### config.mk
export PLATFORM = sky130hd
export DESIGN_NAME = tril_cell
export DESIGN_NICKNAME = d
export VERILOG_FILES = /design/src/hdl/tril_pkg.sv /design/src/hdl/tril_cell.sv
export SDC_FILE = /design/constraint.sdc
export NUM_CORES = 1
export LEC_CHECK = 0
export CAP_MARGIN = 15
export CORE_AREA = 2 2 175 177
export DETAILED_ROUTE_END_ITERATION = 6
export DIE_AREA = 0 0 177 179
export DONT_BUFFER_PORTS = 1
export PLACE_DENSITY_LB_ADDON = 0.15
export SYNTH_ARGS = -nofsm -noshare
export SYNTH_HDL_FRONTEND = slang
export SYNTH_SLANG_ARGS = --single-unit
### constraint.sdc
create_clock -name clock -period 20.1 [get_ports clock]
set_input_delay 1.005 -clock clock [delete_from_list [all_inputs] [get_ports clock]]
set_output_delay 1.005 -clock clock [all_outputs]
set_load 0.1 [all_outputs]
### src/hdl/tril_pkg.sv
// Package for the trilateration block: field widths, payload types and register indexes.
package tril_pkg;

   localparam int RANGE_BITS = 16;
   localparam int COORD_BITS = 16;
   localparam int TAG_W      = 8;
   localparam int POS_W      = 32;
   localparam int CSR_INDEX_W = 3;

   // Widths of the intermediate quantities of the linear system.
   localparam int DIFF_W = COORD_BITS + 1;
   localparam int SQ_W   = 2 * RANGE_BITS;
   localparam int K_W    = 2 * COORD_BITS;
   localparam int E_W    = ((SQ_W > K_W) ? SQ_W : K_W) + 2;
   localparam int PD_W   = 2 * DIFF_W;
   localparam int DET_W  = PD_W + 1;
   localparam int PE_W   = E_W + DIFF_W;
   localparam int NUM_W  = PE_W + 1;
   localparam int DEN_W  = DET_W + 1;

   localparam logic [CSR_INDEX_W-1:0] REG_ANCHOR1_X = CSR_INDEX_W'(0);
   localparam logic [CSR_INDEX_W-1:0] REG_ANCHOR1_Y = CSR_INDEX_W'(1);
   localparam logic [CSR_INDEX_W-1:0] REG_ANCHOR2_X = CSR_INDEX_W'(2);
   localparam logic [CSR_INDEX_W-1:0] REG_ANCHOR2_Y = CSR_INDEX_W'(3);
   localparam logic [CSR_INDEX_W-1:0] REG_ANCHOR3_X = CSR_INDEX_W'(4);
   localparam logic [CSR_INDEX_W-1:0] REG_ANCHOR3_Y = CSR_INDEX_W'(5);

   typedef struct packed {
      logic [TAG_W-1:0]      tag_id;
      logic [RANGE_BITS-1:0] range_1;
      logic [RANGE_BITS-1:0] range_2;
      logic [RANGE_BITS-1:0] range_3;
   } req_type;

   typedef struct packed {
      logic [TAG_W-1:0]        tag_out;
      logic signed [POS_W-1:0] pos_x;
      logic signed [POS_W-1:0] pos_y;
      logic                    solved;
   } rsp_type;

   typedef struct packed {
      logic signed [COORD_BITS-1:0] x1;
      logic signed [COORD_BITS-1:0] y1;
      logic signed [COORD_BITS-1:0] x2;
      logic signed [COORD_BITS-1:0] y2;
      logic signed [COORD_BITS-1:0] x3;
      logic signed [COORD_BITS-1:0] y3;
   } anchor_type;

   // One slot of the divider chain: both quotients share the denominator.
   typedef struct packed {
      logic             valid;
      logic [TAG_W-1:0] tag;
      logic             ok;
      logic             neg_x;
      logic             neg_y;
      logic [DEN_W-1:0] den;
      logic [DEN_W-1:0] rem_x;
      logic [NUM_W-1:0] nq_x;
      logic [DEN_W-1:0] rem_y;
      logic [NUM_W-1:0] nq_y;
   } div_type;

endpackage

### src/hdl/tril_cell.sv
// One cell of the divider chain: a restoring step for each of the two quotients.
module tril_cell (
   input  logic              clock,
   input  logic              reset,
   input  logic              en,
   input  tril_pkg::div_type cell_in,
   output tril_pkg::div_type cell_out
);
   import tril_pkg::*;

   logic [DEN_W:0] trial_x, trial_y;
   logic           bit_x, bit_y;
   div_type        cell_ff, cell_in_next;

   always_comb begin
      cell_in_next = cell_in;
      trial_x = {cell_in.rem_x, cell_in.nq_x[NUM_W-1]};
      trial_y = {cell_in.rem_y, cell_in.nq_y[NUM_W-1]};
      bit_x   = (trial_x >= {1'b0, cell_in.den});
      bit_y   = (trial_y >= {1'b0, cell_in.den});
      cell_in_next.rem_x = bit_x ? DEN_W'(trial_x - {1'b0, cell_in.den}) : DEN_W'(trial_x);
      cell_in_next.rem_y = bit_y ? DEN_W'(trial_y - {1'b0, cell_in.den}) : DEN_W'(trial_y);
      cell_in_next.nq_x  = {cell_in.nq_x[NUM_W-2:0], bit_x};
      cell_in_next.nq_y  = {cell_in.nq_y[NUM_W-2:0], bit_y};
   end

   always_ff @(posedge clock) begin
      if (reset) begin
         cell_ff.valid <= 1'b0;
      end else if (en) begin
         cell_ff <= cell_in_next;
      end
   end

   assign cell_out = cell_ff;

endmodule

==> impl_metrics.env, run 1 <==
export IMPL_slew_violations=0
export IMPL_synth_sequential_area_ratio_pct=57.3
export IMPL_cts_post_setup_buffers_inserted=0
export IMPL_clk_transition_reported_paths_ns=0.06
export IMPL_post_route_cells_drive_above_1_share_pct=6.91
export IMPL_grt_ovfl_total=0
export IMPL_worst_slack_ns=15.74
export IMPL_hold_worst_slack_ns=0.529
export IMPL_period_needed_ns=4.36
export IMPL_power_ir_vdd_worst_mv=0.0540
export IMPL_clk_path_buf_depth=3
export IMPL_measured_slew_at_the_worst_slew_check_pin_ns=1.05
export IMPL_cts_sinks=224
export IMPL_clock_tree_root_cell="clkbuf_16"
export IMPL_areaGrowthSynthToFinish_pct=9.53
export IMPL_achievable_frequency_mhz=229
export IMPL_startpoint_type="primary input"
export IMPL_slew_headroom_pct=30.0
export IMPL_detail_route_first_pass_iterations=5
export IMPL_drc_viols=0
export IMPL_cellPowerDensity_nw_per_um2=115
export IMPL_synth_cell_area_um2=11700
export IMPL_clock_skew_final_ns=0
export IMPL_portBuffers=0
export IMPL_report_final_hold_viol_count=0
export IMPL_critical_path_depth=12
export IMPL_hold_class="primary input to flop"
export IMPL_initial_core_util_pct=39.0
export IMPL_design_final_nets=1252
export IMPL_grtUsageTotal_pct=22.0
export IMPL_run_status="complete, no violations"
export IMPL_vias_in_the_first_global_route=7390
export IMPL_timing_critical_path_slowest_stage_cell="a21oi_4"
export IMPL_synthesis_instances=952
export IMPL_numCtsBuffers=25
export IMPL_placement_setup_worst_slack_ns=15.13
export IMPL_floorplan_core_area_um2=30000
export IMPL_ff2ff_path_depth=2
export IMPL_cts_resized=0
export IMPL_avg_vias_per_cell=5.54
export IMPL_grt_max_degree=168
export IMPL_place_gp_congestion=0.895
export IMPL_die_area_um2=31700
export IMPL_worstPathBufferInverterCount=3
export IMPL_synth_edf_count=223
export IMPL_design_portCount=451
export IMPL_worstPathRequired_ns=20.38
export IMPL_path_delay_family="compound AO/OA/AOI/OAI gates"
export IMPL_synthArstFlopShare_pct=0
export IMPL_antenna_found_initial=7
export IMPL_worst_setup_path_end_kind="flop"
export IMPL_clock_tree_htree_level_count=1
export IMPL_rsz_0062_raised_after_global_routing="no"
export IMPL_die_height_um=179
export IMPL_totalWireLength_um=37100
export IMPL_reg2reg_from="cell_out[223]"
export IMPL_horizontal_die_dimension_um=177
export IMPL_critical_path_most_common_cell="buf_4"
export IMPL_synthesis_area_per_instance_um2=12.3
export IMPL_number_of_flip_flops_in_the_largest_register=224
export IMPL_critical_path_max_stage_delay_ns=0.58
export IMPL_timing_hold_worst_start="reset"
export IMPL_drt_first_iter_violations=520
export IMPL_cellLeakagePower_nw=4.83
export IMPL_holdPathStages=1
export IMPL_detail_route_antenna_nets=0
export IMPL_synth_seq_cells=224
export IMPL_clkLatencyLatePin_ns=0.54
export IMPL_tns_ns=0
export IMPL_placementRows=64
export IMPL_avgRoutedWirePerCell_um=27.1
export IMPL_cts_tree="built"
export IMPL_synth_fp_nets=1253
export IMPL_worst_endpoint_arrival_ns=4.64
export IMPL_worstSetupPathType="primary input to flop"
export IMPL_rrSetupSlack_ns=18.80
export IMPL_setup_viol=0
export IMPL_final_period_utilization_pct=21.7
export IMPL_global_route_wire_length_before_repair_um=50600
export IMPL_worstPathMaxFanout=25
export IMPL_total_via_count_in_the_routed_design=7587
export IMPL_hold_buffers=0
export IMPL_dominantRegCellSynth="edfxtp_1"
export IMPL_worstPathCellList="inv_1 -> ha_1 -> nand4_1 -> or3_1 -> nor2_1 -> a211oi_1 -> buf_4 -> a21oi_1 -> o21ai_2 -> a21oi_4 -> buf_4 -> mux2_1"
export IMPL_startpoint="cell_in[188]"
export IMPL_yosysTopAreaCell="edfxtp_1"
export IMPL_yosys_top_cells_area="edfxtp_1 (57%), ha_1 (7.7%), a21oi_1 (3.8%)"
export IMPL_maxCapViolCount=0
export IMPL_post_dp_hpwl_um=29500
export IMPL_filler_cell_count=2812
export IMPL_yosys_warnings=0
export IMPL_synth_distinct_cells=80
export IMPL_yosys_area_top_type_share_pct=57.1
-- layout make-up --
class / count / area (µm²) / share of cell area, %
clock inverters: 17 / 125 / 0.974
repair buffers: 5 / 50.0 / 0.390
multi-input cells: 642 / 4610 / 35.9
flip-flops and latches: 224 / 6720 / 52.3
inverters: 53 / 199 / 1.55
clock buffers: 29 / 641 / 4.99
diodes: 3 / 7.51 / 0.0585
well taps: 396 / 495 / 3.86
-- final timing paths --
kind | to
max | cell_out[150]
min | cell_out[223]
max reg2reg | cell_out[223]
min reg2reg | cell_out[223]
-- cell families (layout without fill, tap and decap cells) --
logic type | after synthesis | after routing | synth area share [%]
AOI/OAI and AO/OA | 264 | 264 | 14.9
DFF | 224 | 224 | 57.3
and+or+nand+nor | 215 | 215 | 8.94
buffers and inverters | 86 | 104 | 3.48
adders and majority gates | 74 | 74 | 8.03
xor gates and xnor gates | 56 | 56 | 4.18
muxes | 33 | 33 | 3.14
other | 0 | 3 | 0
-- Yosys cell counts, drive strengths merged, types with 15 or more instances --
master and n:
nor2 70, nand2 57, nand4 17, xor2 21
xnor2 35, inv 53, ha 72, o21ai 44
mux2 30, edfxtp 223, a21oi 91, clkbuf 17
buf 15, a21o 44
-- metrics by stage --
step | power (mW) | area, µm² | std cells | util, %
2_1_floorplan | 1.00 | 11700 | 952 | -
3_3_place_gp | 1.05 | 12100 | 1320 | 40.2
3_5_place_dp | 1.05 | 12100 | 1320 | 40.2
4_1_cts | 1.49 | 12800 | 1366 | 42.7
5_1_grt | 1.53 | 12800 | 1368 | 42.8
6_report | 1.47 | 12800 | 1369 | 42.8
-- metal layers --
layer | track usage, % | share of wire (%) | vias up
li1 | - | - | 3571
met4 | 6.20 | 2.3 | 8
met3 | 9.41 | 11 | 55
met5 | 0 | 0.14 | -
met2 | 40.0 | 52 | 333
met1 | 23.2 | 35 | 3620
-- where the power goes --
part	total, mW	leakage (nW)	switching (mW)	internal (mW)
clock network	0.435	0.355	0.193	0.242
registers	0.850	2.10	0.284	0.567
logic	0.190	2.37	0.114	0.0760
total	1.47	4.83	0.590	0.885
-- placed cells by master, fill, tap and decap left out, types with 4 or more instances in the layout --
cell type,n
edfxtp_1,223
a21oi_1,88
ha_1,72
nor2_1,69
nand2_1,57
inv_1,52
a21o_1,42
xnor2_1,35
mux2_1,28
clkbuf_16,25
o21ai_0,24
xor2_1,21
o21ai_1,18
nand4_1,17
nor3_1,12
nand3_1,11
nor2b_1,11
o21a_1,11
o21bai_1,11
a211oi_1,10
nand2b_1,7
clkinv_1,7
and3_1,6
a31oi_1,6
o31ai_1,6
a211o_1,5
clkinvlp_4,5
and2_1,4
or3_1,4
clkbuf_1,4
buf_4,4
(Power assumes the default switching activity.)
==> run 2: changes to the inputs <==
clock period = 3.99 ns   (was 20.1 ns; I/O delays follow)
==> run 2 against run 1 <==
Compared with the run above: sequential power grew to 5.0 times the previous value; clock power rose to 5.4 times the previous value; critical path depth up 2; cell count rose by 16%; global-route usage up 2.1 points; clock skew did not move; sequential share of layout area is 8.1 points lower; critical path type unchanged; core utilization is 7.8 points higher; die area did not move; setup slack got worse by 15 ns.
==> impl_metrics.env, run 2 (synthesis results as in run 1) <==
export IMPL_non_filler_instance_count_after_layout=1594
export IMPL_report_final_hold_viol_count=0
export IMPL_grt_max_degree=80
export IMPL_slew_violations=0
export IMPL_portBuffers=0
export IMPL_worst_endpoint_arrival_ns=3.49
export IMPL_cts_resized=0
export IMPL_rsz_0062_raised_after_global_routing="no"
export IMPL_hold_worst_slack_ns=0.0318
export IMPL_floorplan_core_area_um2=30000
export IMPL_placed_area_um2=12100
export IMPL_measured_slew_at_the_worst_slew_check_pin_ns=1.09
export IMPL_horizontal_die_dimension_um=177
export IMPL_worstPathRequired_ns=4.34
export IMPL_vias_in_the_first_global_route=8512
export IMPL_numCtsBuffers=25
export IMPL_place_gp_congestion=0.877
export IMPL_design_final_nets=1481
export IMPL_path_delay_family="compound AO/OA/AOI/OAI gates"
export IMPL_hold_buffers=222
export IMPL_placementRows=64
export IMPL_achievable_frequency_mhz=319
export IMPL_areaGrowthSynthToFinish_pct=29.6
export IMPL_worstPathBufferInverterCount=4
export IMPL_design_portCount=451
export IMPL_worst_slack_ns=0.851
export IMPL_cellLeakagePower_nw=5.84
export IMPL_slew_headroom_pct=27.2
export IMPL_cts_post_setup_buffers_inserted=0
export IMPL_maxCapViolCount=0
export IMPL_clkLatencyLatePin_ns=0.52
export IMPL_power_ir_vdd_worst_mv=0.336
export IMPL_cts_sinks=224
export IMPL_post_dp_hpwl_um=29600
export IMPL_die_height_um=179
export IMPL_initial_core_util_pct=39.0
export IMPL_drt_first_iter_violations=483
export IMPL_totalWireLength_um=40300
export IMPL_period_needed_ns=3.14
export IMPL_detail_route_first_pass_iterations=5
export IMPL_cts_tree="built"
export IMPL_run_status="complete, no violations"
export IMPL_antenna_found_initial=1
export IMPL_startpoint_type="primary input"
export IMPL_global_route_wire_length_before_repair_um=55900
export IMPL_post_route_cells_drive_above_1_share_pct=6.76
export IMPL_layout_common_cells="edfxtp_1 (223), dlygate4sd3_1 (222), a21oi_1 (88)"
export IMPL_final_period_utilization_pct=78.7
export IMPL_layout_cells_most_common="edfxtp_1"
export IMPL_clock_tree_htree_level_count=1
export IMPL_drc_viols=0
export IMPL_grtUsageTotal_pct=24.2
export IMPL_avg_vias_per_cell=5.35
export IMPL_worst_setup_path_end_kind="flop"
export IMPL_worstSetupPathType="primary input to flop"
export IMPL_cellPowerDensity_nw_per_um2=513
export IMPL_critical_path_max_stage_delay_ns=0.53
export IMPL_total_via_count_in_the_routed_design=8524
export IMPL_placement_setup_worst_slack_ns=0.421
export IMPL_timing_critical_path_slowest_stage_cell="dlygate4sd3_1"
export IMPL_setup_viol=0
export IMPL_finalInstanceArea_um2=15200
export IMPL_die_area_um2=31700
export IMPL_tns_ns=0
export IMPL_clock_skew_final_ns=0
export IMPL_antennaDiodeCount=0
export IMPL_clk_transition_reported_paths_ns=0.06
export IMPL_grt_ovfl_total=0
export IMPL_place_inst=1327
export IMPL_worstPathCellList="dlygate4sd3_1 -> inv_1 -> ha_1 -> nor2b_1 -> o2111ai_1 -> a211oi_1 -> nor3_1 -> o21ai_1 -> o211ai_1 -> and2_1 -> inv_2 -> buf_4 -> nor2_1 -> a21oi_1"
export IMPL_detail_route_antenna_nets=0
export IMPL_clock_tree_root_cell="clkbuf_16"
export IMPL_worstPathMaxFanout=17
export IMPL_avgRoutedWirePerCell_um=25.3
export IMPL_filler_cell_count=2697
export IMPL_clk_path_buf_depth=3
export IMPL_hold_class="primary input to flop"
export IMPL_number_of_flip_flops_in_the_largest_register=224
-- run 2: final timing paths --
| check | to | slack, ns | from | cells after the start |
|---|---|---|---|---|
| setup / recovery | cell_out[86] | 0.85 | cell_in[51] | 14 |
| hold / removal | cell_out[81] | 0.03 | cell_in[80] | 2 |
| setup reg to reg | cell_out[223] | 2.14 | cell_out[223] | 3 |
| hold reg to reg | cell_out[223] | 1.59 | cell_out[223] | 3 |
-- run 2: area by class of cell --
cell class	instances	area, µm²	area share (%)
sequential	224	6720	44.2
multi-input combinational	642	4610	30.3
timing repair buffer	234	2350	15.5
clock buffer	26	629	4.14
tap	396	495	3.26
inverter	53	199	1.31
clock inverter	19	195	1.28
-- run 2: report_power, final --
part	switching (mW)	internal [mW]
clock network	1.00	1.35
registers	1.43	2.85
logic	0.622	0.536
total	3.06	4.74
-- run 2: stage by stage --
stage | total power, mW | utilization (%)
after floorplan | 5.03 | -
after global placement | 5.30 | 40.4
after detailed placement | 5.30 | 40.4
after CTS | 7.85 | 50.6
after global routing | 8.07 | 50.6
final | 7.80 | 50.6
-- run 2: routing by layer --
metal  vias up  wire length (µm)  track usage (%)
li1       4041                 -                -
met1      4055             15700             28.6
met2       369             20500             43.4
met3        59              3020             5.96
met4         0              1120             6.99
met5         -                 0                0
==> run 3: changes to the inputs <==
clock period = 2.9 ns   (was 3.99 ns; I/O delays follow)
==> run 3 against run 2 <==
Compared with the run above: register-to-register slack lost 1.1 ns; flip-flop and latch count stayed put; non-clock buffer count grew 119; worst hold slack better by 0.0069 ns; global-route usage rose by 0.60 points; critical endpoint is now cell_out[52]; largest cell class unchanged.
==> impl_metrics.env, run 3 (synthesis results as in run 1) <==
export IMPL_run_status="complete, no violations"
export IMPL_design_final_nets=1600
export IMPL_drt_first_iter_violations=523
export IMPL_startpoint_type="primary input"
export IMPL_total_switching_power_mw=4.27
export IMPL_slew_headroom_pct=25.9
export IMPL_clock_tree_htree_level_count=1
export IMPL_avg_vias_per_cell=5.23
export IMPL_worst_endpoint_arrival_ns=3.02
export IMPL_worstPathMaxFanout=17
export IMPL_cellInternalPower_mw=6.80
export IMPL_worstPathRequired_ns=3.19
export IMPL_tns_ns=0
export IMPL_grtUsageTotal_pct=24.8
export IMPL_report_final_hold_viol_count=0
export IMPL_timing_hold_worst_start="cell_in[174]"
export IMPL_detail_route_first_pass_iterations=5
export IMPL_achievable_frequency_mhz=365
export IMPL_portBuffers=0
export IMPL_setup_viol=0
export IMPL_clk_path_buf_depth=3
export IMPL_vias_in_the_first_global_route=9043
export IMPL_measured_slew_at_the_worst_slew_check_pin_ns=1.11
export IMPL_rsz_0062_raised_after_global_routing="yes"
export IMPL_place_inst=1442
export IMPL_power_clock_fraction_pct=30.3
export IMPL_areaGrowthSynthToFinish_pct=38.0
export IMPL_critical_path_reg2reg_endpoint="cell_out[223]"
export IMPL_power_ir_vdd_worst_mv=0.466
export IMPL_place_gp_congestion=0.858
export IMPL_grt_max_degree=48
export IMPL_cts_sinks=224
export IMPL_drc_viols=0
export IMPL_non_filler_instance_count_after_layout=1713
export IMPL_min_delay_worst_endpoint="cell_out[175]"
export IMPL_worst_setup_path_end_kind="flop"
export IMPL_clkLatencyLatePin_ns=0.54
export IMPL_slew_violations=0
export IMPL_clock_skew_final_ns=0
export IMPL_maxCapViolCount=0
export IMPL_initial_core_util_pct=39.0
export IMPL_rrSetupSlack_ns=1.07
export IMPL_numCtsBuffers=25
export IMPL_avgRoutedWirePerCell_um=24.1
export IMPL_final_period_utilization_pct=94.4
export IMPL_reg2reg_from="cell_out[223]"
export IMPL_placementRows=64
export IMPL_hold_class="primary input to flop"
export IMPL_cellLeakagePower_nw=6.44
export IMPL_detail_route_antenna_nets=0
export IMPL_combinationalPowerShare_pct=16.5
export IMPL_antennaDiodeCount=0
export IMPL_horizontal_die_dimension_um=177
export IMPL_cellPowerDensity_nw_per_um2=684
export IMPL_total_via_count_in_the_routed_design=8953
export IMPL_ff2ff_path_depth=3
export IMPL_antenna_found_initial=0
export IMPL_worstSetupPathType="primary input to flop"
export IMPL_die_height_um=179
export IMPL_clk_transition_reported_paths_ns=0.06
export IMPL_totalWireLength_um=41300
export IMPL_post_route_cells_drive_above_1_share_pct=15.0
export IMPL_cts_tree="built"
export IMPL_layout_common_cells="dlygate4sd3_1 (226), edfxtp_1 (223), buf_4 (121)"
export IMPL_period_needed_ns=2.74
export IMPL_post_dp_hpwl_um=30800
export IMPL_holdPathStages=2
export IMPL_filler_cell_count=2603
export IMPL_grt_ovfl_total=0
export IMPL_number_of_flip_flops_in_the_largest_register=224
export IMPL_share_of_total_power_in_sequential_cells_pct=53.3
export IMPL_global_route_wire_length_before_repair_um=57700
export IMPL_layout_cells_most_common="dlygate4sd3_1"
export IMPL_power_switching_fraction_pct=38.6
export IMPL_clock_tree_root_cell="clkbuf_16"
export IMPL_die_area_um2=31700
export IMPL_design_portCount=451
export IMPL_floorplan_core_area_um2=30000
==> run 3: cell types whose count changed in the layout (fill, tap and decap cells not counted), sizes merged <==
cell / delta
buf: +115
dlygate4sd3: +4
clkinv: -3
inv: +2
bufinv: +1
clkbuf: +1
clkinvlp: -1
==> run 3: repair_timing <==
action	in CTS	in global routing
setup buffers	0	0
endpoints found under the setup margin	0	3
gates resized for setup	0	4
hold buffers	226	0
endpoints found under the hold margin	239	0
==> run 3: how the worst max path moves through the flow <==
stage,startpoint,endpoint,slack [ns],cells past startpoint
3_3_place_gp,cell_in[139],cell_out[172],-0.17,13
6_report,cell_in[179],cell_out[52],0.16,13
4_1_cts,cell_in[179],cell_out[52],0.04,13
3_5_place_dp,cell_in[139],cell_out[172],-0.22,13
2_1_floorplan,en,cell_out[0],-1.02,1
5_1_grt,cell_in[179],cell_out[52],-0.09,13
==> run 3: cell type report <==
cell class                 count  area (µm²)  share of cell area (%)
inverter                      53         199                    1.23
clock buffer                  27         633                    3.91
tap                          396         495                    3.06
sequential                   224        6720                    41.5
timing repair buffer         353        3290                    20.3
multi-input combinational    642        4620                    28.6
clock inverter                18         223                    1.38
==> run 3: metal layers <==
layer,share of wire [%],global-route usage [%],vias up
met2,50,44.2,348
met1,40,29.4,4259
li1,-,-,4284
met5,0,0,-
met4,2.8,7.23,0
met3,7.4,6.23,62
==> run 3: power by group through the flow <==
stage | registers, mW | logic (mW) | clock network, mW
global route | 5.92 | 2.01 | 3.55
floorplan | 5.88 | 1.04 | 0
CTS | 5.91 | 1.82 | 3.40
global placement | 5.98 | 1.53 | 0
finish | 5.90 | 1.82 | 3.35
detailed placement | 5.97 | 1.54 | 0
==> run 3: critical path, cell delays in order <==
cell and delay (ns):
inv_1 0.04, ha_1 0.31, a21o_1 0.20, a21oi_1 0.25, a211oi_2 0.13, nor3_2 0.29
o21ai_1 0.18, o211ai_1 0.26, and2_1 0.23, inv_2 0.12, buf_12 0.17, mux2i_1 0.11
dlygate4sd3_1 0.56
==> run 3: per-stage QoR <==
step | hold WS (ns) | total power, mW | cell area, µm² | setup WS (ns) | util, %
final | 0.0387 | 11.1 | 16200 | 0.164 | 53.9
after global routing | 0.0254 | 11.5 | 16200 | -0.0856 | 53.9
after CTS | 0.0187 | 11.1 | 16200 | 0.0371 | 53.8
after detailed placement | 0.221 | 7.51 | 13000 | -0.218 | 43.4
after global placement | 0.222 | 7.51 | 13000 | -0.173 | 43.4
after floorplan | 0.217 | 6.92 | 11700 | -1.02 | -
